==> config.mk <==
export PLATFORM = sky130hd
export DESIGN_NAME = ole_cell
export DESIGN_NICKNAME = d
export VERILOG_FILES = /design/src/rtl/core/ole_pkg.sv /design/src/rtl/core/ole_cell.sv
export SDC_FILE = /design/constraint.sdc
export NUM_CORES = 1
export LEC_CHECK = 0
export ABC_AREA = 1
export BUFFER_PORTS_ARGS = -buffer_cell sky130_fd_sc_hd__buf_4
export CORE_ASPECT_RATIO = 1.75
export CORE_MARGIN = 5
export CORE_UTILIZATION = 44
export DETAILED_ROUTE_END_ITERATION = 10
export GPL_TIMING_DRIVEN = 1
export MAX_ROUTING_LAYER = met4
export PLACE_DENSITY = 0.81
export SETUP_SLACK_MARGIN = 0.5
export SYNTH_ARGS = -nofsm -noshare
export SYNTH_HDL_FRONTEND = slang
export SYNTH_SLANG_ARGS = --single-unit
==> constraint.sdc <==
create_clock -name clk -period 1.4 [get_ports clk]
set_clock_uncertainty 0.15 [all_clocks]
set_input_delay 0.07 -clock clk [delete_from_list [all_inputs] [get_ports clk]]
set_output_delay 0.07 -clock clk [all_outputs]
set_load 0.02 [all_outputs]
==> src/rtl/core/ole_pkg.sv <==
// ----------------------------------------------------------------------------
// Ordered list engine package
// Shared widths, command and status codes, controller states and the control
// bundle that the controller broadcasts to every storage cell.
// ----------------------------------------------------------------------------
package ole_pkg;

	localparam int CAPACITY_DEF   = 64;
	localparam int DATA_WIDTH_DEF = 32;
	localparam int VALUE_W        = 32;
	localparam int FUNC_W         = 3;
	localparam int STATUS_W       = 2;

	typedef enum logic [FUNC_W-1:0] {
		F_INS_HEAD = 3'd0,
		F_INS_TAIL = 3'd1,
		F_INS_AT   = 3'd2,
		F_REM_HEAD = 3'd3,
		F_REM_TAIL = 3'd4,
		F_REM_AT   = 3'd5,
		F_SEARCH   = 3'd6,
		F_READ_AT  = 3'd7
	} func_t;

	typedef enum logic [STATUS_W-1:0] {
		ST_OK       = 2'd0,
		ST_RANGE    = 2'd1,
		ST_NOTFOUND = 2'd2,
		ST_FULL     = 2'd3
	} status_t;

	typedef enum logic {
		S_IDLE = 1'b0,
		S_SCAN = 1'b1
	} state_t;

	typedef struct packed {
		logic ins;
		logic rem;
		logic tap_load;
		logic tap_sel_pos;
		logic tap_shift;
	} cell_ctrl_t;

endpackage

==> src/rtl/core/ole_cell.sv <==
// ----------------------------------------------------------------------------
// Ordered list engine storage cell
// Holds one slot of the sequence and one stage of the result scan chain.
// ----------------------------------------------------------------------------
module ole_cell #(
	parameter int DATA_WIDTH = ole_pkg::DATA_WIDTH_DEF,
	parameter int POS_W      = $clog2(ole_pkg::CAPACITY_DEF + 1),
	parameter int IDX        = 0
) (
	input  logic                   clk,
	input  logic                   arst_n,
	input  ole_pkg::cell_ctrl_t    ctrl,
	input  logic [POS_W-1:0]       pos,
	input  logic [POS_W-1:0]       cnt,
	input  logic [DATA_WIDTH-1:0]  word,
	input  logic [DATA_WIDTH-1:0]  left_data,
	input  logic [DATA_WIDTH-1:0]  right_data,
	input  logic                   right_hit,
	input  logic [DATA_WIDTH-1:0]  right_tap,
	output logic [DATA_WIDTH-1:0]  data,
	output logic                   tap_hit,
	output logic [DATA_WIDTH-1:0]  tap_data
);
	import ole_pkg::*;

	localparam logic [POS_W-1:0] MY_IDX = POS_W'(IDX);

	logic [DATA_WIDTH-1:0] slot_q;
	logic [DATA_WIDTH-1:0] tap_data_q;
	logic                  tap_hit_q;
	logic                  load_hit;

	assign load_hit = ctrl.tap_sel_pos ? (MY_IDX == pos)
	                                   : ((MY_IDX < cnt) && (slot_q == word));

	always_ff @(posedge clk) begin
		if (ctrl.ins) begin
			if (MY_IDX == pos) begin
				slot_q <= word;
			end else if (MY_IDX > pos) begin
				slot_q <= left_data;
			end
		end else if (ctrl.rem && (MY_IDX >= pos)) begin
			slot_q <= right_data;
		end
	end

	always_ff @(posedge clk or negedge arst_n) begin
		if (!arst_n) begin
			tap_hit_q <= 1'b0;
		end else if (ctrl.tap_load) begin
			tap_hit_q <= load_hit;
		end else if (ctrl.tap_shift) begin
			tap_hit_q <= right_hit;
		end
	end

	always_ff @(posedge clk) begin
		if (ctrl.tap_load) begin
			tap_data_q <= slot_q;
		end else if (ctrl.tap_shift) begin
			tap_data_q <= right_tap;
		end
	end

	assign data     = slot_q;
	assign tap_hit  = tap_hit_q;
	assign tap_data = tap_data_q;

endmodule

==> impl_metrics.yaml, run 1 <==
floorplanning:
  initial_core_util: 0.4529
  dieArea_um2: 10180
  coreArea_um2: 7963
  die_x_um: 78.43
  rows: 43
  ios: 215
  fp.dieH_um: 129.8
sta:
  finalHoldViolCount: 52
  setup-tns-final_ns: -0.3023
  setup_viol: 2
  timing.final.ws_setup_ns: -0.2969
  hold_ws_ns: -0.1258
  rsz0062_at_grt: "yes"
  fmax_mhz: 589.3
  timing.final.crit_share: 1.212
  period_needed_ns: 1.697
  worst_pin_slew_ns: 0.6313
  report.final.slew_viol_count: 0
  slew_headroom: 0.5791
routing:
  drt_iter0_markers: 652
  vias: 5367
  first_pass_iters: 7
  antenna_left: 0
  drt_wl_total_mm: 23.51
  wire_per_inst_um: 27.69
  remaining_drc_errors: 0
  viasPerCell: 6.322
critical_path:
  rrSetupSlack_ns: -0.30
  start_kind: "flop"
  slowest_delay_ns: 0.44
  crit_fanout: 3
  cp-end-kind: "flop"
  crit_chain: "inv_2 > nand2_1 > nand2_1 > nand2_1 > nor2_1 > nand2_1 > nor2_2 > nand3_1 > nand2_1 > nand2_1 > nand2_1"
  cpMostUsedCell: "nand2_1"
  required_ns: 1.52
  arrival_ns: 1.82
  slowest_stage: "edfxtp_1"
  critical_path_class: "reg -> reg"
  ff2ff_path_depth: 11
global_routing:
  grt_first_pass_wirelength_mm: 26.68
  gr-total-overflow: 0
  grt_max_degree: 54
  grt_pass1_vias: 5194
  gr-usage-all-layers: 0.3591
  antenna_found_initial: 0
logic_synthesis:
  synth-compound-area-share: 0.1284
  synthMuxAreaShare: 0
  netlist_instances: 451
  synth_top_family_by_area: "simple AND/OR/NAND/NOR gates"
  netlist_area_um2: 3606
  yosysMostFrequentCell: "nand2_1"
  synthTopCellsByArea: "edfxtp_1, nand2_1, a21oi_1"
  syn-mean-instance-area_um2: 7.995
  synth_adder_area_share: 0
  synth.largest_area_cell: "edfxtp_1"
  synth_top_area_share: 0.5330
  async_flop_share: 0.01538
  ys_ff_latch: 65
  yosys_warnings: 0
  yosys-top-cells-count: "nand2_1, a21oi_1, edfxtp_1"
  syn_nets: 601
  synth-main-ff-cell: "edfxtp_1"
  synthXorXnorAreaFrac: 0.02429
  synth-simple-area-share: 0.2304
  synth-edff-count: 64
  seq_area_frac_synth: 0.5399
  synth_cell_types: 19
place:
  place_hpwl_mm: 10.40
  place_area_um2: 5577
  gp_congestion: 0.8851
  dp_cells: 772
  numPortBuffers: 214
pwr:
  powerDensity_nw_per_um2: 749.8
  p_int_uw: 4045
  clkPwrFrac: 0.368
  seqPwrFrac: 0.402
  p_comb_frac: 0.229
  power.net_switching_uw: 1629
  cellLeakagePower_uw: 0.003559
  switching_share: 0.2871
  peakVddDrop_v: 0.0007428
clocking:
  cts.htree.levels: 3
  cts_buffers: 9
  clk-insertion-delay-late_ns: 0.34
  cts.sinks: 65
  clk_pin_slew_worst_paths_ns: 0.05
  root_buffer: "clkbuf_16"
  clock_path_buffers: 2
  cts_tree: "built"
status:
  outcome: "complete, but fails checks"
  violations: "negative hold slack, negative setup slack"
final_layout:
  insertedDiodeCount: 0
  fin_cells: 849
  fin_nets: 904
  area_growth_pct: 109.8
  fillers: 202
  design_area_um2: 7566
  drive_gt1_frac: 0.5850
run:
  maxCapViolCount: 0
worst_hold_path:
  min_path_type: "in -> reg"
  hold_depth: 3
==> logic make-up after synthesis <==
family                    after synthesis
and+or+nand+nor                       216
AOI/OAI and AO/OA                      92
buffers and inverters                  68
DFF                                    65
xor gates and xnor gates               10
==> repair_timing <==
action,4_1_cts,5_1_grt
endpoints found under the hold margin,66,60
gates resized for setup,215,77
pin swaps,32,32
buffers inserted,33,12
hold buffers,8,1
gates cloned,8,0
endpoints found under the setup margin,162,187
==> layout by cell type, fill, tap and decap left out <==
| master | synthesis | layout |
|---|---|---|
| a21oi_2 | 0 | 45 |
| buf_12 | 0 | 10 |
| edfxtp_1 | 64 | 64 |
| clkbuf_1 | 13 | 2 |
| nor2_1 | 54 | 46 |
| xnor2_1 | 6 | 5 |
| nand2_2 | 0 | 12 |
| nand2_4 | 0 | 22 |
| nor2_2 | 0 | 6 |
| clkbuf_16 | 0 | 9 |
| buf_4 | 0 | 170 |
| nand3_1 | 3 | 3 |
| nor2_4 | 0 | 2 |
| clkinv_1 | 0 | 2 |
| clkinvlp_4 | 0 | 1 |
| dfrtp_1 | 1 | 1 |
| xnor2_2 | 0 | 1 |
| inv_12 | 0 | 1 |
| buf_16 | 0 | 7 |
| nand4_1 | 1 | 1 |
| clkinv_2 | 0 | 3 |
| nor3_4 | 0 | 1 |
| a21oi_1 | 66 | 4 |
| buf_8 | 0 | 2 |
| o21ai_0 | 24 | 4 |
| nor3_1 | 1 | 1 |
| o22ai_1 | 2 | 2 |
| buf_6 | 3 | 114 |
| nand3_4 | 0 | 1 |
| inv_2 | 2 | 20 |
| nand2_1 | 155 | 121 |
| a21oi_4 | 0 | 17 |
| dlygate4sd3_1 | 0 | 8 |
| o21ai_1 | 0 | 20 |
| inv_1 | 47 | 27 |
| xor2_1 | 4 | 4 |
==> power groups by stage <==
stage,sequential (uW),clock [uW],combinational [uW]
3_5_place_dp,2300,0,925
3_3_place_gp,2300,0,903
4_1_cts,2280,1970,1110
5_1_grt,2290,2160,1350
2_1_floorplan,2400,0,259
6_report,2280,2090,1300
==> registers in the layout, summed over array words and instances, names as in the netlist <==
signal and count:
data 32, tap_data 32, tap_hit 1
==> cell type report <==
class	count	area, um2	share of cell area
clock buffer	11	232.7	0.03076
clock inverter	5	22.52	0.002977
inverter	49	200.2	0.02646
multi-input combinational	318	1988	0.2628
sequential	65	1947	0.2573
tap	90	112.6	0.01488
timing repair buffer	311	3063	0.4048
==> metrics by stage <==
| step | setup slack, ns | utilization | total power, uW |
|---|---|---|---|
| floorplan | -0.2197 | - | 2657 |
| finish | -0.2969 | 0.9502 | 5673 |
| global route | -0.4125 | 0.9502 | 5791 |
| detailed placement | -0.1319 | 0.7003 | 3226 |
| CTS | -0.07484 | 0.9032 | 5360 |
| global placement | -0.1059 | 0.7003 | 3200 |
==> per-layer routing <==
| metal | part of all wire | wire length [um] | up-vias | GRT usage |
|---|---|---|---|---|
| li1 | - | - | 2081 | - |
| met1 | 0.29 | 6885 | 2435 | 0.3477 |
| met2 | 0.48 | 11270 | 621 | 0.6318 |
| met3 | 0.11 | 2629 | 230 | 0.07459 |
| met4 | 0.12 | 2722 | 0 | 0.2533 |
| met5 | 0 | 0 | - | - |
==> worst paths after layout <==
path,to,start
min,tap_data[30],right_tap[30]
max reg2reg,tap_hit,data[30]
min reg2reg,tap_hit,tap_hit
max in group asynchronous,tap_hit,arst_n
min in group asynchronous,tap_hit,arst_n
max,tap_hit,data[30]
==> worst max-delay path: cells and delay by family (launching register included) <==
kind / cells / cell delay (ns)
buffers and inverters: 1 / 0.11
AND/OR/NAND/NOR: 10 / 0.93
flip-flops: 1 / 0.44
Power figures use the tool's default switching activity.
==> inputs of run 2 (changes only) <==
--- a/constraint.sdc
+++ b/constraint.sdc
@@ -4,2 +4,2 @@
 set_output_delay 0.07 -clock clk [all_outputs]
-set_load 0.02 [all_outputs]
+set_load 0.05 [all_outputs]
==> impl_metrics.yaml, run 2 <==
status:
  outcome: "stopped before the end"
  lastStage: "global routing (5_1_grt)"
  error: "[ERROR DPL-0038] Utilization greater than 100%, impossible to legalize"
logic_synthesis:
  syn-mean-instance-area_um2: 7.995
  async_flop_share: 0.01538
  yosys_warnings: 0
  synthXorXnorAreaFrac: 0.02429
  synth_top_family_by_area: "simple AND/OR/NAND/NOR gates"
  synth_cell_types: 19
  synth-edff-count: 64
  synthMuxAreaShare: 0
  netlist_instances: 451
  synth-simple-area-share: 0.2304
  yosysMostFrequentCell: "nand2_1"
  synth_adder_area_share: 0
  synth_top_area_share: 0.5330
  seq_area_frac_synth: 0.5399
  ys_ff_latch: 65
  synth-main-ff-cell: "edfxtp_1"
  netlist_area_um2: 3606
  synth-compound-area-share: 0.1284
  synth.largest_area_cell: "edfxtp_1"
  synthTopCellsByArea: "edfxtp_1, nand2_1, a21oi_1"
  syn_nets: 601
  yosys-top-cells-count: "nand2_1, a21oi_1, edfxtp_1"
place:
  place_hpwl_mm: 10.10
  numPortBuffers: 214
  gp_congestion: 0.9099
global_routing:
  grt_max_degree: 29
clocking:
  cts.htree.levels: 3
  root_buffer: "clkbuf_16"
  cts.sinks: 65
  cts_buffers: 9
  clock_path_buffers: 2
floorplanning:
  die_x_um: 78.43
  ios: 215
  rows: 43
  fp.dieH_um: 129.8
  initial_core_util: 0.4529
sta:
  timing.worst_endpoint.kind: "register data pin"
  postGrtWorstEndpoint: "tap_hit$_DFFE_PN0P_/D"
-- run 2: per-stage QoR --
| stage | cells | instance area [um2] | TNS [ns] | worst slack [ns] |
|---|---|---|---|---|
| floorplan | 451 | 3652 | -7.178 | -0.2197 |
| global placement | 770 | 5562 | -0.07279 | -0.07279 |
| detailed placement | 770 | 5562 | -0.07343 | -0.07343 |
| CTS | 840 | 7352 | -0.02552 | -0.02552 |
-- run 2: logic make-up after synthesis --
family	count (synthesis)
AND/OR/NAND/NOR	216
XOR/XNOR	10
flip-flops	65
buffers and inverters	68
AO/OA/AOI/OAI	92
-- run 2: what timing repair did --
item                                   4_1_cts
pin swaps                                   29
endpoints found under the hold margin       66
hold buffers                                18
buffers inserted                            29
resized for setup                          254
setup endpoints to repair                  162
cloned                                       7
==> inputs of run 3 (changes only) <==
- CORE_ASPECT_RATIO: 1.75 -> default
- CORE_UTILIZATION: 44 -> 40
- MAX_ROUTING_LAYER: met4 -> default
- PLACE_DENSITY: 0.81 -> default
- PLACE_DENSITY_LB_ADDON: default -> 0.15
- SETUP_SLACK_MARGIN: 0.5 -> default
==> impl_metrics.yaml, run 3 (synthesized netlist as in run 1, its figures left out) <==
status:
  outcome: "complete, but fails checks"
  violations: "negative hold slack, negative setup slack"
global_routing:
  grt_max_degree: 29
  gr-usage-all-layers: 0.2853
  antenna_found_initial: 0
  gr-total-overflow: 0
  grt_first_pass_wirelength_mm: 25.09
  grt_pass1_vias: 5152
critical_path:
  ff2ff_path_depth: 9
  slowest_delay_ns: 0.43
  r2r_start: "data[9]"
  required_ns: 1.53
  rrSetupSlack_ns: -0.05
  cpMostUsedCell: "nand2_1"
  critPathBufInv: 0
  crit_cells: 9
  critical_path_class: "reg -> reg"
  start_kind: "flop"
  slowest_stage: "edfxtp_1"
  path_delay_family: "simple AND/OR/NAND/NOR gates"
  crit_chain: "nand2_1 > nand4_1 > nor2_1 > nand2_1 > nor2_1 > nand3_1 > nand2_1 > nand2_1 > nand2_1"
  crit_fanout: 3
  r2r_end: "tap_hit"
  arrival_ns: 1.57
  cp-end-kind: "flop"
sta:
  timing.final.crit_share: 1.034
  report.final.slew_viol_count: 0
  fmax_mhz: 690.8
  slew_headroom: 0.8132
  setup_viol: 1
  rsz0062_at_grt: "yes"
  worst_pin_slew_ns: 0.2793
  timing.final.ws_setup_ns: -0.04760
  period_needed_ns: 1.448
  finalHoldViolCount: 1
  hold_ws_ns: -0.0003526
clocking:
  cts.htree.levels: 3
  cts_buffers: 9
  clk-insertion-delay-late_ns: 0.34
  clk_pin_slew_worst_paths_ns: 0.08
  cts.sinks: 65
  root_buffer: "clkbuf_8"
  clock_path_buffers: 2
  cts_tree: "built"
place:
  dp_cells: 787
  gp_congestion: 0.8481
  numPortBuffers: 214
  place_hpwl_mm: 9.673
pwr:
  peakVddDrop_v: 0.0004477
  switching_share: 0.2883
  clkPwrFrac: 0.264
  power.net_switching_uw: 1451
  powerDensity_nw_per_um2: 702.4
  p_int_uw: 3581
  p_comb_frac: 0.287
  seqPwrFrac: 0.449
  cellLeakagePower_uw: 0.003370
worst_hold_path:
  min_path_type: "in -> reg"
  min_from: "ctrl[2]"
  hold_depth: 3
  worstHoldEndpoint: "tap_data[27]"
floorplanning:
  rows: 34
  coreArea_um2: 8763
  dieArea_um2: 11010
  fp.dieH_um: 104.9
  initial_core_util: 0.4115
  die_x_um: 104.9
  ios: 215
final_layout:
  fin_nets: 980
  drive_gt1_frac: 0.3301
  fin_cells: 941
  layout_commonest_cell: "buf_4"
  area_growth_pct: 98.65
  most-common-layout-cells: "buf_4, nand2_1, dlygate4sd3_1"
  insertedDiodeCount: 0
routing:
  antenna_left: 0
  first_pass_iters: 5
  remaining_drc_errors: 0
  vias: 4683
  drt_iter0_markers: 251
  viasPerCell: 4.977
  wire_per_inst_um: 16.77
  drt_wl_total_mm: 15.78
run:
  maxCapViolCount: 0
==> run 3: metal layers <==
| metal | track usage | wire, um | up-vias |
|---|---|---|---|
| li1 | - | - | 2213 |
| met5 | 0 | 0 | - |
| met1 | 0.3002 | 5503 | 2148 |
| met4 | 0.1516 | 668 | 0 |
| met3 | 0.07398 | 1327 | 57 |
| met2 | 0.5171 | 8277 | 265 |
==> run 3: worst register-to-register path, delay by kind of cell, from the launching register on <==
family           cells  cell delay (ns)
AND/OR/NAND/NOR      9             0.80
flip-flops           1             0.43
==> run 3: cell type report <==
type | instances | area [um2]
Tap cell | 108 | 135.1
Sequential cell | 65 | 1947
Inverter | 49 | 183.9
Clock inverter | 4 | 22.52
Clock buffer | 10 | 127.6
Timing Repair Buffer | 387 | 3334
Fill cell | 542 | 1600
Multi-Input combinational cell | 318 | 1413
==> run 3: how the worst max path moves through the flow <==
stage,start,end
after floorplan,pos[5],data[0]
final,data[9],tap_hit
after CTS,data[9],tap_hit
after detailed placement,data[18],tap_hit
after global placement,data[20],tap_hit
after global routing,data[13],tap_hit
==> run 3: per-stage QoR <==
stage                     TNS [ns]  setup WS, ns  utilization  instance area, um2  total power (uW)
final                     -0.04760      -0.04760       0.8174                7163              5032
after detailed placement   -0.3238      -0.06370       0.6393                5603              3389
after global routing       -0.1604       -0.1539       0.8174                7163              5228
after floorplan             -7.205       -0.2208            -                3631              2818
after CTS                 -0.04970      -0.04970       0.8113                7109              5024
after global placement    -0.07518      -0.07518       0.6393                5603              3369
==> run 3: repair_timing <==
item | 4_1_cts | 5_1_grt
gates resized for setup | 2 | 7
hold buffers | 135 | 0
cloned | 0 | 0
pin swaps | 1 | 5
endpoints found under the hold margin | 66 | 0
buffers inserted | 0 | 5
endpoints found under the setup margin | 1 | 1
==> run 3: power by group through the flow <==
stage                     clock network [uW]  logic, uW  registers (uW)
final                                   1330       1440            2260
after global routing                    1430       1540            2270
after CTS                               1360       1400            2260
after detailed placement                   0       1090            2300
after global placement                     0       1070            2300
after floorplan                            0        250            2570
==> inputs of run 4 (changes only) <==
- CORE_ASPECT_RATIO: default -> 1.25
==> impl_metrics.yaml, run 4 (synthesized netlist as in run 1, its figures left out) <==
floorplanning:
  coreArea_um2: 8748
  ios: 215
  rows: 38
  initial_core_util: 0.4122
  dieArea_um2: 11030
  die_x_um: 94.93
  fp.dieH_um: 116.2
critical_path:
  path_delay_family: "simple AND/OR/NAND/NOR gates"
  cp-end-kind: "flop"
  slowest_stage: "edfxtp_1"
  start_kind: "flop"
  critical_path_class: "reg -> reg"
  r2r_start: "data[19]"
  rrSetupSlack_ns: -0.14
  arrival_ns: 1.68
  slowest_delay_ns: 0.41
  cpMostUsedCell: "nand2_1"
  crit_chain: "inv_1 > nand2_1 > nand2_1 > inv_1 > nand2_2 > nor2_4 > nand2_1 > nor2_2 > nand3_1 > nand2_1 > nand2_1 > nand2_1"
  ff2ff_path_depth: 12
  crit_fanout: 3
  critPathBufInv: 2
  required_ns: 1.54
  r2r_end: "tap_hit"
clocking:
  cts.htree.levels: 3
  clk_pin_slew_worst_paths_ns: 0.07
  clk-insertion-delay-late_ns: 0.35
  cts_tree: "built"
  cts_buffers: 9
  clock_path_buffers: 2
  cts.sinks: 65
  root_buffer: "clkbuf_8"
place:
  gp_congestion: 0.8287
  place_area_um2: 5600
  place_ws_ns: -0.1169
  place_hpwl_mm: 10.05
  numPortBuffers: 214
final_layout:
  regArea_um2: 1947
  drive_gt1_frac: 0.3531
  design_area_um2: 7311
  fillers: 516
  area_growth_pct: 102.7
  most-common-layout-cells: "buf_4, nand2_1, dlygate4sd3_1"
  fin_nets: 989
  layout_commonest_cell: "buf_4"
  multi_input_area_um2: 1440
global_routing:
  gr-total-overflow: 0
  grt_pass1_vias: 5225
  grt_first_pass_wirelength_mm: 25.29
  gr-usage-all-layers: 0.3079
  grt_max_degree: 38
  antenna_found_initial: 0
worst_hold_path:
  hold_depth: 3
  worstHoldEndpoint: "tap_data[30]"
  min_from: "ctrl[2]"
  min_path_type: "in -> reg"
routing:
  vias: 4892
  antenna_left: 0
  viasPerCell: 5.064
  wire_per_inst_um: 18.21
  drt_iter0_markers: 306
  remaining_drc_errors: 0
  drt_wl_total_mm: 17.59
  first_pass_iters: 5
sta:
  period_needed_ns: 1.537
  timing.final.crit_share: 1.098
  fmax_mhz: 650.5
  finalHoldViolCount: 0
  slew_headroom: 0.7675
  rsz0062_at_grt: "yes"
  timing.final.ws_setup_ns: -0.1373
  report.final.slew_viol_count: 0
  worst_pin_slew_ns: 0.3487
  setup_viol: 32
pwr:
  cellLeakagePower_uw: 0.003440
  fin_total_pwr_uw: 5307
  peakVddDrop_v: 0.0005541
  powerDensity_nw_per_um2: 725.9
status:
  violations: "negative setup slack"
  outcome: "complete, but fails checks"
run:
  maxCapViolCount: 0
-- run 4: changes by cell type in the layout (fill, tap and decap cells not counted), sizes merged --
| cell | before | now |
|---|---|---|
| clkinvlp | 2 | 1 |
| buf | 252 | 261 |
| bufinv | 0 | 1 |
| clkbuf | 10 | 9 |
| clkinv | 2 | 5 |
| diode | 0 | 2 |
-- run 4: tightest hold or removal path, delay by kind of cell --
kind | cells | cell delay (ns)
buffers and inverters | 2 | 0.22
AO/OA/AOI/OAI | 1 | 0.15
-- run 4: how the worst max path moves through the flow --
stage               cells after the start      end      from  slack [ns]
floorplan                               4  data[0]    pos[5]       -0.22
global placement                       11  tap_hit   data[6]       -0.08
detailed placement                     11  tap_hit  data[20]       -0.12
CTS                                    11  tap_hit  data[20]       -0.09
global route                           12  tap_hit  data[19]       -0.26
finish                                 12  tap_hit  data[19]       -0.14
-- run 4: timing repair --
| action | 4_1_cts | 5_1_grt |
|---|---|---|
| hold buffers | 133 | 2 |
| setup buffers | 6 | 8 |
| hold endpoints to repair | 66 | 5 |
| setup endpoints to repair | 1 | 3 |
| resized for setup | 6 | 21 |
| cloned | 0 | 0 |
| pin swaps | 4 | 12 |
-- run 4: final cells by class --
cell class / instances / share of cell area
Timing Repair Buffer: 396 / 0.4650
Sequential cell: 65 / 0.2663
Multi-Input combinational cell: 318 / 0.1970
Inverter: 49 / 0.02516
Tap cell: 120 / 0.02054
Clock buffer: 9 / 0.01694
Clock inverter: 7 / 0.008386
Antenna cell: 2 / 0.0006846
-- run 4: per-layer routing --
metal / global-route usage / wire [um] / vias to the layer above
li1: - / - / 2238
met1: 0.3061 / 5689 / 2242
met2: 0.5738 / 9465 / 318
met3: 0.06121 / 1363 / 94
met4: 0.2002 / 1072 / 0
met5: 0 / 0 / -
-- run 4: power by group --
group | leakage, uW | internal [uW] | switching (uW)
combinational | 0.00270 | 738 | 729
sequential | 0.000645 | 2230 | 26.5
clock | 0.0000962 | 803 | 778
total | 0.00344 | 3770 | 1530
-- run 4: through the flow --
step	TNS, ns	util	hold slack [ns]	std cells
floorplan	-7.205	-	-0.3756	451
global placement	-0.08154	0.6402	-0.2983	800
detailed placement	-1.460	0.6402	-0.3026	800
CTS	-0.1123	0.8207	-0.06486	955
global route	-2.379	0.8351	0.06990	964
finish	-1.433	0.8357	0.05223	966
