**src/rtl/core/ole_pkg.sv**
```systemverilog
// ----------------------------------------------------------------------------
// Ordered list engine package
// Shared widths, command and status codes, controller states and the control
// bundle that the controller broadcasts to every storage cell.
// ----------------------------------------------------------------------------
package ole_pkg;

	localparam int CAPACITY_DEF   = 64;
	localparam int DATA_WIDTH_DEF = 32;
	localparam int VALUE_W        = 32;
	localparam int FUNC_W         = 3;
	localparam int STATUS_W       = 2;

	typedef enum logic [FUNC_W-1:0] {
		F_INS_HEAD = 3'd0,
		F_INS_TAIL = 3'd1,
		F_INS_AT   = 3'd2,
		F_REM_HEAD = 3'd3,
		F_REM_TAIL = 3'd4,
		F_REM_AT   = 3'd5,
		F_SEARCH   = 3'd6,
		F_READ_AT  = 3'd7
	} func_t;

	typedef enum logic [STATUS_W-1:0] {
		ST_OK       = 2'd0,
		ST_RANGE    = 2'd1,
		ST_NOTFOUND = 2'd2,
		ST_FULL     = 2'd3
	} status_t;

	typedef enum logic {
		S_IDLE = 1'b0,
		S_SCAN = 1'b1
	} state_t;

	typedef struct packed {
		logic ins;
		logic rem;
		logic tap_load;
		logic tap_sel_pos;
		logic tap_shift;
	} cell_ctrl_t;

endpackage

```
**src/rtl/core/ole_ctrl.sv**
```systemverilog
// ----------------------------------------------------------------------------
// Ordered list engine controller
// Decodes commands, keeps the word count, drives the cell chain and gathers
// scan results into the output register.
// ----------------------------------------------------------------------------
module ole_ctrl #(
	parameter int CAPACITY   = ole_pkg::CAPACITY_DEF,
	parameter int DATA_WIDTH = ole_pkg::DATA_WIDTH_DEF
) (
	input  logic                                  clk,
	input  logic                                  arst_n,
	input  logic                                  in_valid,
	output logic                                  in_ready,
	input  logic [ole_pkg::FUNC_W-1:0]            func,
	input  logic signed [ole_pkg::VALUE_W-1:0]    value,
	input  logic [$clog2(CAPACITY+1)-1:0]         position,
	output logic                                  out_valid,
	input  logic                                  out_ready,
	output logic signed [ole_pkg::VALUE_W-1:0]    result_value,
	output logic [$clog2(CAPACITY)-1:0]           found_index,
	output logic [ole_pkg::STATUS_W-1:0]          status,
	output logic [$clog2(CAPACITY+1)-1:0]         count,
	output logic                                  is_empty,
	output ole_pkg::cell_ctrl_t                   ctrl,
	output logic [$clog2(CAPACITY+1)-1:0]         cell_pos,
	output logic [$clog2(CAPACITY+1)-1:0]         cell_cnt,
	output logic [DATA_WIDTH-1:0]                 cell_word,
	input  logic                                  tap_hit0,
	input  logic [DATA_WIDTH-1:0]                 tap_data0
);
	import ole_pkg::*;

	localparam int POS_W = $clog2(CAPACITY + 1);
	localparam int IDX_W = $clog2(CAPACITY);
	localparam logic [POS_W-1:0] CAP_V = POS_W'(CAPACITY);
	localparam logic [POS_W-1:0] ONE   = POS_W'(1);

	state_t state_q, state_d;

	logic [POS_W-1:0] count_q;
	logic [POS_W-1:0] idx_q;
	logic [POS_W-1:0] limit_q;
	logic [POS_W-1:0] pcount_q;
	logic             search_q;

	logic                       out_valid_q;
	logic signed [VALUE_W-1:0]  result_value_q;
	logic [IDX_W-1:0]           found_index_q;
	status_t                    status_q;
	logic [POS_W-1:0]           count_out_q;

	func_t            f;
	status_t          d_status;
	logic             d_ins, d_rem, d_scan, d_sel_pos;
	logic [POS_W-1:0] d_pos, d_count;

	logic out_free, accept, scan_end, scan_done;

	assign f         = func_t'(func);
	assign out_free  = !out_valid_q || out_ready;
	assign accept    = in_valid && in_ready;
	assign scan_end  = tap_hit0 || (idx_q == limit_q);
	assign scan_done = (state_q == S_SCAN) && scan_end && out_free;

	always_comb begin
		d_status  = ST_OK;
		d_ins     = 1'b0;
		d_rem     = 1'b0;
		d_scan    = 1'b0;
		d_sel_pos = 1'b1;
		d_pos     = position;
		d_count   = count_q;
		unique case (f) inside
			F_INS_HEAD, F_INS_TAIL: begin
				d_pos = (f == F_INS_HEAD) ? '0 : count_q;
				if (count_q == CAP_V) begin
					d_status = ST_FULL;
				end else begin
					d_ins   = 1'b1;
					d_count = count_q + ONE;
				end
			end
			F_INS_AT: begin
				if (position > count_q) begin
					d_status = ST_RANGE;
				end else if (count_q == CAP_V) begin
					d_status = ST_FULL;
				end else begin
					d_ins   = 1'b1;
					d_count = count_q + ONE;
				end
			end
			F_REM_HEAD, F_REM_TAIL: begin
				d_pos = (f == F_REM_HEAD) ? '0 : count_q - ONE;
				if (count_q == '0) begin
					d_status = ST_RANGE;
				end else begin
					d_rem   = 1'b1;
					d_scan  = 1'b1;
					d_count = count_q - ONE;
				end
			end
			F_REM_AT: begin
				if (position >= count_q) begin
					d_status = ST_RANGE;
				end else begin
					d_rem   = 1'b1;
					d_scan  = 1'b1;
					d_count = count_q - ONE;
				end
			end
			F_SEARCH: begin
				d_scan    = 1'b1;
				d_sel_pos = 1'b0;
			end
			F_READ_AT: begin
				if (position >= count_q) begin
					d_status = ST_RANGE;
				end else begin
					d_scan = 1'b1;
				end
			end
		endcase
	end

	always_comb begin
		state_d = state_q;
		unique case (state_q)
			S_IDLE: begin
				if (accept && d_scan) begin
					state_d = S_SCAN;
				end
			end
			S_SCAN: begin
				if (scan_done) begin
					state_d = S_IDLE;
				end
			end
		endcase
	end

	always_comb begin
		in_ready         = (state_q == S_IDLE) && out_free;
		ctrl.ins         = accept && d_ins;
		ctrl.rem         = accept && d_rem;
		ctrl.tap_load    = accept && d_scan;
		ctrl.tap_sel_pos = d_sel_pos;
		ctrl.tap_shift   = (state_q == S_SCAN) && !scan_end;
	end

	always_ff @(posedge clk or negedge arst_n) begin
		if (!arst_n) begin
			state_q     <= S_IDLE;
			count_q     <= '0;
			out_valid_q <= 1'b0;
		end else begin
			state_q <= state_d;
			if (accept) begin
				count_q <= d_count;
			end
			if ((accept && !d_scan) || scan_done) begin
				out_valid_q <= 1'b1;
			end else if (out_ready) begin
				out_valid_q <= 1'b0;
			end
		end
	end

	always_ff @(posedge clk) begin
		if (accept) begin
			idx_q    <= '0;
			limit_q  <= count_q;
			pcount_q <= d_count;
			search_q <= !d_sel_pos;
		end else if (ctrl.tap_shift) begin
			idx_q <= idx_q + ONE;
		end
	end

	always_ff @(posedge clk) begin
		if (accept && !d_scan) begin
			result_value_q <= '0;
			found_index_q  <= '0;
			status_q       <= d_status;
			count_out_q    <= d_count;
		end else if (scan_done) begin
			result_value_q <= search_q ? '0 : VALUE_W'($signed(tap_data0));
			found_index_q  <= (search_q && tap_hit0) ? idx_q[IDX_W-1:0] : '0;
			status_q       <= tap_hit0 ? ST_OK : ST_NOTFOUND;
			count_out_q    <= pcount_q;
		end
	end

	assign cell_pos     = d_pos;
	assign cell_cnt     = count_q;
	assign cell_word    = DATA_WIDTH'(value);
	assign out_valid    = out_valid_q;
	assign result_value = result_value_q;
	assign found_index  = found_index_q;
	assign status       = status_q;
	assign count        = count_out_q;
	assign is_empty     = (count_out_q == '0);

endmodule

```
**config.mk**
```make
export PLATFORM = sky130hd
export DESIGN_NAME = ole_ctrl
export DESIGN_NICKNAME = d
export VERILOG_FILES = /design/src/rtl/core/ole_pkg.sv /design/src/rtl/core/ole_ctrl.sv
export SDC_FILE = /design/constraint.sdc
export NUM_CORES = 1
export LEC_CHECK = 0
export BUFFER_PORTS_ARGS = -buffer_cell sky130_fd_sc_hd__buf_2
export CAP_MARGIN = 40
export CELL_PAD_IN_SITES_DETAIL_PLACEMENT = 1
export CELL_PAD_IN_SITES_GLOBAL_PLACEMENT = 1
export CORE_MARGIN = 4
export CORE_UTILIZATION = 25
export DETAILED_ROUTE_END_ITERATION = 10
export PLACE_DENSITY = 0.65
export RECOVER_POWER = 25
export SYNTH_ARGS = -nofsm -noshare
export SYNTH_HDL_FRONTEND = slang
export SYNTH_SLANG_ARGS = --single-unit
```
**constraint.sdc**
```tcl
create_clock -name clk -period 3.01 [get_ports clk]
set_input_delay 0.602 -clock clk [delete_from_list [all_inputs] [get_ports clk]]
set_output_delay 0.602 -clock clk [all_outputs]
set_load 0.01 [all_outputs]
```
==> results.tsv, run 1 <==
stage	metric	value	unit
outcome	status	complete, no violations	
sta	maxSlewViolCount	0	
cts	cts_made_buffers	9	
cells_and_area	fin_util	33.0	%
job	drv_cap	0	
yosys	netlist_area	4460	um2
yosys	ys_seq_area_share	41.4	%
cts	cts_sinks	78	
global_route	antenna_found_initial	0	
power_and_ir_drop	ir_worst_vdd	0.361	mV
yosys	synth-seq-cells	78	
cts	insertion_delay	330	ps
global_route	grt_max_degree	40	
yosys	synth_top_area_cell	dfxtp_1	
sta	final_hold_viol_count	0	
placement	gp_congestion	0.873	
drt	firstDrtPassIters	4	
power_and_ir_drop	leakage	2.40	nW
cells_and_area	fillCellCount	2073	
placement	dpl.hpwl	11700	um
die	core_region_area	17400	um2
critical_path	end_kind	primary output	
yosys	synth_common_cells	nand2_1, a21oi_1, dfxtp_1, buf_4, nand3b_1	
global_route	grtUsageTotal	15.1	%
cts	cts.htree.levels	3	
critical_path	start_kind	flop	
drt	drt_iter0_drc	243	
drt	wl_per_cell	18.0	um
sta	max_freq	0.340	GHz
critical_path	critical_path_class	reg -> out	
critical_path	critPathMaxFanout	3	
die	fp.dieH	142	um
yosys	synth_edf_count	24	
yosys	syn_area_per_cell	8.72	um2
cells_and_area	fin_nets	709	
die	die-area	20000	um2
sta	min_period_over_period	97.8	%
placement	dp.cells	825	
sta	setup-violations-final	0	
yosys	syn_nets	600	
placement	io_buffers	115	
die	initial_core_util	25.7	%
global_route	grt.overflow.total	0	
hold_path	min_path_type	in -> async	
cells_and_area	stdcell_count	850	
drt	drc	0	
yosys	synthArstFlopShare	11.5	%
cells_and_area	antennaDiodeCount	0	
drt	drt-total-wl	15300	um
critical_path	crit_required	2410	ps
drt	drtAntennaViolNets	0	
cells_and_area	drive_above_1_share	32.3	%
cts	path_clk_slew	60	ps
drt	vias	4267	
cells_and_area	synthToLayoutAreaGrowth	28.7	%
global_route	grt_pass1_vias	4471	
cts	cts-root-buf	clkbuf_16	
sta	timing.slew.headroom	60.3	%
critical_path	crit_arrival	2340	ps
sta	fin_skew	6.57	ps
sta	worst-slew-pin-transition	596	ps
sta	min_period	2940	ps
yosys	synth_ff_type	dfxtp_1	
yosys	yosys.cell_count.top_type	nand2_1	
die	ios	180	
yosys	yosysWarnings	0	
yosys	syn_inst	511	
yosys	synth_cell_types	57	
drt	avgViaCountPerCell	5.02	
die	rows	48	
sta	rsz0062_at_grt	true	
yosys	yosys.area.top_type_share	20.2	%
die	die-width	142	um
cts	clk_path_buf_depth	2	
cts	tritoncts	done	
power_and_ir_drop	powerDensity	952	nW/um2
yosys	synthTopCellsByArea	dfxtp_1, edfxtp_1, a21oi_1	
global_route	grt_pass1_wl	24200	um
## logic make-up (layout without fill, tap and decap cells)
group                    count (synthesis)  count (layout)  synth area share, %
AND/OR/NAND/NOR                        181             181                 21.0
AO/OA/AOI/OAI                          132             132                 18.4
XOR/XNOR                                20              20                 3.93
adder cells (fa/ha/maj)                 10              10                 2.81
multiplexers                             9               9                 2.30
flip-flops                              78              78                 41.4
buffers and inverters                   81             195                 10.2
## sequential cells by signal (all words and copies together) (netlist names)
name,flops
count,7
status,2
out_valid,1
limit_q,7
state_q,1
result_value,32
cell_cnt,7
search_q,1
pcount_q,7
idx_q,7
found_index,6
## metrics by stage
stage | cell area, um2 | setup WS [ps] | power [mW] | setup TNS [ps] | hold WS [ps]
6_report | 5740 | 66.4 | 5.46 | 0 | 247
3_3_place_gp | 5230 | -86.9 | 4.13 | -173 | 435
4_1_cts | 5680 | 3.53 | 5.48 | 0 | 129
3_5_place_dp | 5260 | -177 | 4.23 | -384 | 446
5_1_grt | 5740 | -68.4 | 5.85 | -87.9 | 270
2_1_floorplan | 4460 | 129 | 3.19 | 0 | 306
## critical path, cell delays in order, from the launching register on
cell and delay [ps]:
dfrtp_1 420, buf_6 150, ha_4 210, nand2b_4 130
a211o_1 290, buf_4 150, a211o_4 350, a21oi_4 180
buf_6 130
## layout make-up
type	count	area (um2)	share of cell area, %
Multi-Input combinational cell	352	2270	39.5
Sequential cell	78	1850	32.2
Timing Repair Buffer	166	972	17.0
Tap cell	225	282	4.91
Clock buffer	13	250	4.36
Clock inverter	3	68.8	1.20
Inverter	13	48.8	0.851
## path summary, 6_finish.rpt
| check | start | to | slack, ps | cells past startpoint |
|---|---|---|---|---|
| max in group asynchronous | arst_n | state_q$_DFF_PN0_ | 2370 | 1 |
| min in group clk | result_value[12]$_SDFFE_PN0P_ | result_value[12]$_SDFFE_PN0P_ | 450 | 2 |
| worst min register to register | result_value[12]$_SDFFE_PN0P_ | result_value[12]$_SDFFE_PN0P_ | 450 | 2 |
| worst min-delay path | arst_n | cell_cnt[2]$_DFFE_PN0P_ | 250 | 1 |
| worst max register to register | cell_cnt[0]$_DFFE_PN0P_ | count[0]$_DFFE_PP_ | 100 | 11 |
| worst max-delay path | cell_cnt[0]$_DFFE_PN0P_ | ctrl[3] | 70 | 8 |
## metal layers
layer | vias to the layer above | wire length (um) | track usage [%]
li1 | 2006 | - | -
met3 | 24 | 1140 | 3.57
met1 | 2074 | 6590 | 18.7
met5 | - | 0 | 0
met2 | 163 | 7330 | 25.6
met4 | 0 | 248 | 5.20
## what timing repair did
item / CTS / global route
pin swaps: 6 / 4
setup endpoints to repair: 3 / 5
hold buffers: 0 / 0
buffers inserted: 6 / 3
resized for setup: 12 / 12
## cells in the final DEF, fill, tap and decap left out, drive strengths merged, types with 6 or more instances in the layout
cell type and count:
nand2 68, nand4 10, ha 10, nand3b 35, dfxtp 45, o21ai 23
o22ai 6, nand3 15, nor2 26, edfxtp 24, xor2 9, xnor2 11
inv 13, clkbuf 20, nor3 6, dfrtp 9, a21oi 57, mux2 7
buf 159
## power breakdown
part,internal (mW),leakage (nW),switching (mW)
Combinational,1.03,1.55,1.53
Clock,0.751,0.154,0.395
Sequential,1.53,0.702,0.225
Total,3.31,2.40,2.15
Note: power is estimated with default switching activity, not from simulation.
==> run 2: changes to the inputs <==
--- a/config.mk
+++ b/config.mk
@@ -9,10 +9,10 @@
 export CAP_MARGIN = 40
 export CELL_PAD_IN_SITES_DETAIL_PLACEMENT = 1
 export CELL_PAD_IN_SITES_GLOBAL_PLACEMENT = 1
-export CORE_MARGIN = 4
+export CORE_MARGIN = 2
 export CORE_UTILIZATION = 25
 export DETAILED_ROUTE_END_ITERATION = 10
-export PLACE_DENSITY = 0.65
+export PLACE_DENSITY = 0.63
 export RECOVER_POWER = 25
 export SYNTH_ARGS = -nofsm -noshare
 export SYNTH_HDL_FRONTEND = slang
==> constraint.sdc (replaced) <==
create_clock -name clk -period 3.3 [get_ports clk]
set_input_delay 0.66 -clock clk [delete_from_list [all_inputs] [get_ports clk]]
set_output_delay 0.66 -clock clk [all_outputs]
set_load 0.01 [all_outputs]
==> results.tsv, run 2 (synthesis gave the netlist of run 1 again) <==
stage	metric	value	unit	change
outcome	status	complete, no violations		unchanged
placement	gp_congestion	0.937		was 0.873
cells_and_area	stdcell_count	826		was 850
power_and_ir_drop	leakage	2.27	nW	was 2.40 nW
drt	vias	4162		was 4267
cells_and_area	antennaDiodeCount	0		unchanged
sta	min_period	3250	ps	
cells_and_area	synthToLayoutAreaGrowth	22.6	%	was 28.7%
cells_and_area	fin_nets	685		was 709
sta	maxSlewViolCount	0		unchanged
die	die-area	18900	um2	was 20000 um2
die	ios	180		unchanged
drt	drtAntennaViolNets	0		unchanged
placement	dp.cells	806		was 825
power_and_ir_drop	powerDensity	868	nW/um2	was 952 nW/um2
global_route	grt.overflow.total	0		unchanged
critical_path	r2r_setup_slack	280	ps	was 100 ps
critical_path	critPathMaxFanout	6		was 3
drt	firstDrtPassIters	4		unchanged
critical_path	cpMostUsedCell	nor2_1		was buf_6
cts	cts_made_buffers	9		unchanged
cells_and_area	drive_above_1_share	27.8	%	was 32.3%
cells_and_area	final_cell_mix	buf_2, nand2_1, a21oi_1, dfxtp_1, nand3b_1		was buf_2, nand2_1, a21oi_1, buf_4, dfxtp_1
global_route	grtUsageTotal	15.2	%	was 15.1%
sta	setup-violations-final	0		unchanged
global_route	grt_max_degree	40		unchanged
drt	wl_met3	977	um	was 1140 um
die	rows	48		unchanged
drt	wl_met2	6780	um	was 7330 um
sta	min_period_over_period	98.4	%	
cts	insertion_delay	330	ps	about the same
placement	io_buffers	115		unchanged
sta	fin_skew	7.52	ps	was 6.57 ps
drt	drt-total-wl	14500	um	was 15300 um
drt	drt_iter0_drc	214		was 243
sta	timing.slew.headroom	52.4	%	was 60.3%
global_route	antenna_found_initial	0		unchanged
job	drv_cap	0		unchanged
cts	cts_sinks	78		unchanged
critical_path	start_kind	flop		unchanged
die	die-width	138	um	was 142 um
critical_path	crit_required	2640	ps	was 2410 ps
critical_path	critical-path-slowest-cell	dfrtp_1		unchanged
drt	wl_per_cell	17.6	um	was 18.0 um
die	initial_core_util	25.7	%	unchanged
critical_path	crit_arrival	2590	ps	was 2340 ps
drt	top_layer_used	met4		unchanged
sta	fin_tns_setup	0	ps	unchanged
sta	final_hold_viol_count	0		unchanged
die	fp.dieH	138	um	was 142 um
cts	clk_path_buf_depth	2		unchanged
sta	worst-slew-pin-transition	713	ps	was 596 ps
placement	dpl.hpwl	11000	um	was 11700 um
critical_path	path_cells	inv_1 > ha_1 > or3b_4 > nor3_4 > nor2_1 > a21o_1 > a21oi_2 > nor2_1 > buf_2		was buf_6 > ha_4 > nand2b_4 > a211o_1 > buf_4 > a211o_4 > a21oi_4 > buf_6
cells_and_area	largest_reg_flops	32		unchanged
cts	cts-root-buf	clkbuf_16		unchanged
cts	tritoncts	done		unchanged
die	core_region_area	17400	um2	unchanged
cells_and_area	fin_util	31.5	%	was 33.0%
critical_path	critical_path_class	reg -> out		unchanged
sta	max_freq	0.308	GHz	
cts	path_clk_slew	60	ps	about the same
global_route	grt_pass1_vias	4153		was 4471
drt	m1WireLength	6390	um	was 6590 um
drt	avgViaCountPerCell	5.04		was 5.02
cts	cts.htree.levels	3		unchanged
drt	drc	0		unchanged
critical_path	end_kind	primary output		unchanged
cells_and_area	mostFrequentLayoutCell	buf_2		unchanged
sta	rsz0062_at_grt	true		unchanged
critical_path	max_stage_delay	480	ps	was 420 ps
power_and_ir_drop	ir_worst_vdd	0.296	mV	was 0.361 mV
hold_path	min_path_type	in -> async		unchanged
global_route	grt_pass1_wl	22200	um	was 24200 um
## run 2: changes by cell type in the layout (fill, tap and decap cells not counted), sizes merged
| cell | delta |
|---|---|
| buf | -26 |
| clkbuf | +3 |
| bufinv | -2 |
| clkinv | +1 |
## run 2: per-layer routing
metal,up-vias,track usage [%]
li1,1951,-
met1,2014,19.9
met2,161,24.8
met3,36,2.28
met4,0,6.41
met5,-,0
## run 2: cell type report
type | instances | area (um2)
multi-input combinational | 352 | 2190
inverter | 13 | 48.8
timing repair buffer | 142 | 777
tap | 225 | 282
clock buffer | 14 | 307
fill | 2055 | 11900
clock inverter | 2 | 10.0
sequential | 78 | 1850
## run 2: what timing repair did
item	in CTS	in global routing
hold buffers	0	0
endpoints found under the setup margin	1	3
gates resized for setup	1	8
pin swaps	1	1
buffers inserted	1	3
hold endpoints to repair	0	0
## run 2: worst paths after layout
check | from | endpoint | depth (start not counted)
setup / recovery | cell_cnt[0]$_DFFE_PN0P_ | ctrl[2] | 9
hold / removal | arst_n | cell_cnt[6]$_DFFE_PN0P_ | 1
setup reg to reg | cell_cnt[0]$_DFFE_PN0P_ | count[2]$_DFFE_PP_ | 9
hold reg to reg | result_value[31]$_SDFFE_PN0P_ | result_value[31]$_SDFFE_PN0P_ | 2
max in group asynchronous | arst_n | out_valid$_DFFE_PN0P_ | 1
min in group clk | result_value[31]$_SDFFE_PN0P_ | result_value[31]$_SDFFE_PN0P_ | 2
## run 2: per-stage QoR
stage	instance area, um2	worst slack, ps	hold slack [ps]	power (mW)
6_report	5460	52.9	304	4.74
5_1_grt	5460	-55.6	340	5.08
4_1_cts	5440	21.9	182	4.79
3_5_place_dp	5110	30.6	445	3.74
3_3_place_gp	5080	45.2	435	3.66
2_1_floorplan	4460	419	364	2.91
## run 2: power by group
part	switching (mW)	leakage, nW	internal [mW]
clock	0.373	0.159	0.640
combinational	1.33	1.41	0.796
sequential	0.207	0.702	1.39
total	1.91	2.27	2.83
## run 2: worst max-delay path: cells and delay by family, from the launching register on
kind	cells	cell delay (ps)
AOI/OAI and AO/OA	2	430
adders and majority gates	1	200
buffers and inverters	2	290
DFF	1	480
and+or+nand+nor	4	840
==> run 3: changes to the inputs <==
--- a/config.mk
+++ b/config.mk
@@ -9,11 +9,12 @@
 export CAP_MARGIN = 40
 export CELL_PAD_IN_SITES_DETAIL_PLACEMENT = 1
 export CELL_PAD_IN_SITES_GLOBAL_PLACEMENT = 1
-export CORE_MARGIN = 2
+export CORE_MARGIN = 10
 export CORE_UTILIZATION = 25
 export DETAILED_ROUTE_END_ITERATION = 10
-export PLACE_DENSITY = 0.63
+export PLACE_DENSITY_LB_ADDON = 0.1
 export RECOVER_POWER = 25
+export SLEW_MARGIN = 5
 export SYNTH_ARGS = -nofsm -noshare
 export SYNTH_HDL_FRONTEND = slang
 export SYNTH_SLANG_ARGS = --single-unit
==> results.tsv, run 3 (synthesis gave the netlist of run 1 again) <==
stage	metric	value	unit	change
outcome	status	complete, no violations		unchanged
hold_path	min_path_type	in -> async		unchanged
placement	io_buffers	115		unchanged
critical_path	critical_path_class	reg -> out		unchanged
die	initial_core_util	25.6	%	was 25.7%
critical_path	crit_arrival	2530	ps	was 2590 ps
drt	drtAntennaViolNets	0		unchanged
cells_and_area	fin_nets	687		was 685
die	rows	48		unchanged
sta	hold_slack	327	ps	was 304 ps
global_route	grt.overflow.total	0		unchanged
drt	drt-total-wl	16200	um	was 14500 um
die	ios	180		unchanged
placement	post-place-ws	10.5	ps	was 30.6 ps
cts	cts_made_buffers	9		unchanged
power_and_ir_drop	leakage	2.32	nW	was 2.27 nW
sta	final_hold_viol_count	0		unchanged
cells_and_area	final_cell_mix	buf_2, nand2_1, a21oi_1, dfxtp_1, nand3b_1		unchanged
power_and_ir_drop	sequentialPowerShare	32.7	%	was 33.7%
die	die-width	154	um	was 138 um
cells_and_area	mostFrequentLayoutCell	buf_2		unchanged
sta	worst_slack	110	ps	was 52.9 ps
global_route	grt_max_degree	40		unchanged
cells_and_area	design_area	5520	um2	was 5460 um2
die	die-area	23600	um2	was 18900 um2
cells_and_area	largest_reg_flops	32		unchanged
power_and_ir_drop	combPwrFrac	44.9	%	about the same
cts	tritoncts	done		unchanged
drt	firstDrtPassIters	4		unchanged
placement	postPlaceCellArea	5130	um2	was 5110 um2
drt	wl_per_cell	19.5	um	was 17.6 um
job	drv_cap	0		unchanged
cts	cts_sinks	78		unchanged
drt	drt_iter0_drc	166		was 214
die	core_region_area	17400	um2	about the same
power_and_ir_drop	powerDensity	883	nW/um2	was 868 nW/um2
sta	max_freq	0.313	GHz	was 0.308 GHz
die	fp.dieH	154	um	was 138 um
drt	avgViaCountPerCell	4.90		was 5.04
global_route	grtUsageTotal	13.3	%	was 15.2%
cells_and_area	antennaDiodeCount	0		unchanged
cells_and_area	drive_above_1_share	29.4	%	was 27.8%
sta	maxSlewViolCount	0		unchanged
cts	path_clk_slew	60	ps	about the same
placement	dp.cells	808		was 806
cts	clk_path_buf_depth	2		unchanged
power_and_ir_drop	switchingPower	1.96	mW	was 1.91 mW
drt	drc	0		unchanged
power_and_ir_drop	p_int	2.91	mW	was 2.83 mW
sta	fin_skew	11.0	ps	was 7.52 ps
cts	cts.htree.levels	3		unchanged
critical_path	end_kind	primary output		unchanged
sta	timing.slew.headroom	50.7	%	was 52.4%
cts	insertion_delay	340	ps	was 330 ps
critical_path	critPathMaxFanout	8		was 6
power_and_ir_drop	swShare	40.2	%	was 40.3%
drt	vias	4059		was 4162
cts	hold_buffers	0		unchanged
sta	min_period	3190	ps	was 3250 ps
cts	cts-root-buf	clkbuf_16		unchanged
global_route	grt_pass1_wl	25400	um	was 22200 um
cells_and_area	stdcell_count	828		was 826
power_and_ir_drop	ir_worst_vdd	0.287	mV	was 0.296 mV
sta	min_period_over_period	96.7	%	was 98.4%
sta	worst-slew-pin-transition	739	ps	was 713 ps
global_route	antenna_found_initial	0		unchanged
sta	setup-violations-final	0		unchanged
placement	gp_congestion	0.867		was 0.937
cells_and_area	synthToLayoutAreaGrowth	23.8	%	was 22.6%
placement	dpl.hpwl	12500	um	was 11000 um
critical_path	crit_required	2640	ps	about the same
global_route	grt_pass1_vias	4240		was 4153
critical_path	start_kind	flop		unchanged
power_and_ir_drop	clockPowerShare	22.4	%	was 21.4%
power_and_ir_drop	finalPower	4.87	mW	was 4.74 mW
==> run 3: worst paths after layout <==
kind / start / cells after the start / slack [ps] / end
min reg2reg: result_value[13]$_SDFFE_PN0P_ / 2 / 450 / result_value[13]$_SDFFE_PN0P_
max in group asynchronous: arst_n / 1 / 2510 / cell_cnt[0]$_DFFE_PN0P_
min: arst_n / 1 / 330 / out_valid$_DFFE_PN0P_
max reg2reg: cell_cnt[6]$_DFFE_PN0P_ / 10 / 390 / count[5]$_DFFE_PP_
max: cell_cnt[6]$_DFFE_PN0P_ / 9 / 110 / ctrl[2]
min in group clk: result_value[13]$_SDFFE_PN0P_ / 2 / 450 / result_value[13]$_SDFFE_PN0P_
==> run 3: repair_timing <==
| item | CTS | global route |
|---|---|---|
| hold endpoints to repair | 0 | 0 |
| setup buffers | 0 | 4 |
| gates resized for setup | 2 | 9 |
| setup endpoints to repair | 2 | 2 |
| pin swaps | 0 | 4 |
==> run 3: worst max-delay path, stage by stage, from the launching register on <==
cell and delay [ps]:
dfrtp_1 380, inv_1 190, ha_1 310, a21oi_1 240
o21ai_2 180, a21oi_1 250, a21o_1 260, a21oi_4 100
nor2_1 120, buf_2 170
==> run 3: power by group through the flow <==
stage | combinational [mW] | clock [mW] | sequential, mW
2_1_floorplan | 1.19 | 0 | 1.72
3_3_place_gp | 2.15 | 0 | 1.62
3_5_place_dp | 2.20 | 0 | 1.62
4_1_cts | 2.21 | 1.13 | 1.60
5_1_grt | 2.43 | 1.17 | 1.65
6_report | 2.19 | 1.09 | 1.60
==> run 3: cell type report <==
type	count	area (um2)
clock buffer	13	292
clock inverter	3	45.0
fill	2078	11900
inverter	13	48.8
multi-input combinational	352	2200
sequential	78	1850
tap	225	282
timing repair buffer	144	805
==> run 3: layer usage <==
| metal | GRT usage (%) | routed length (um) | vias to the layer above |
|---|---|---|---|
| met1 | 16.9 | 7520 | 1977 |
| li1 | - | - | 1966 |
| met4 | 4.27 | 228 | 0 |
| met3 | 3.29 | 800 | 25 |
| met2 | 21.7 | 7630 | 91 |
| met5 | 0 | 0 | - |
==> run 3: metrics by stage <==
stage | util, % | TNS (ps)
global route | 31.7 | -11.6
detailed placement | 29.4 | 0
finish | 31.7 | 0
CTS | 31.4 | -22.4
global placement | 29.3 | 0
floorplan | - | 0
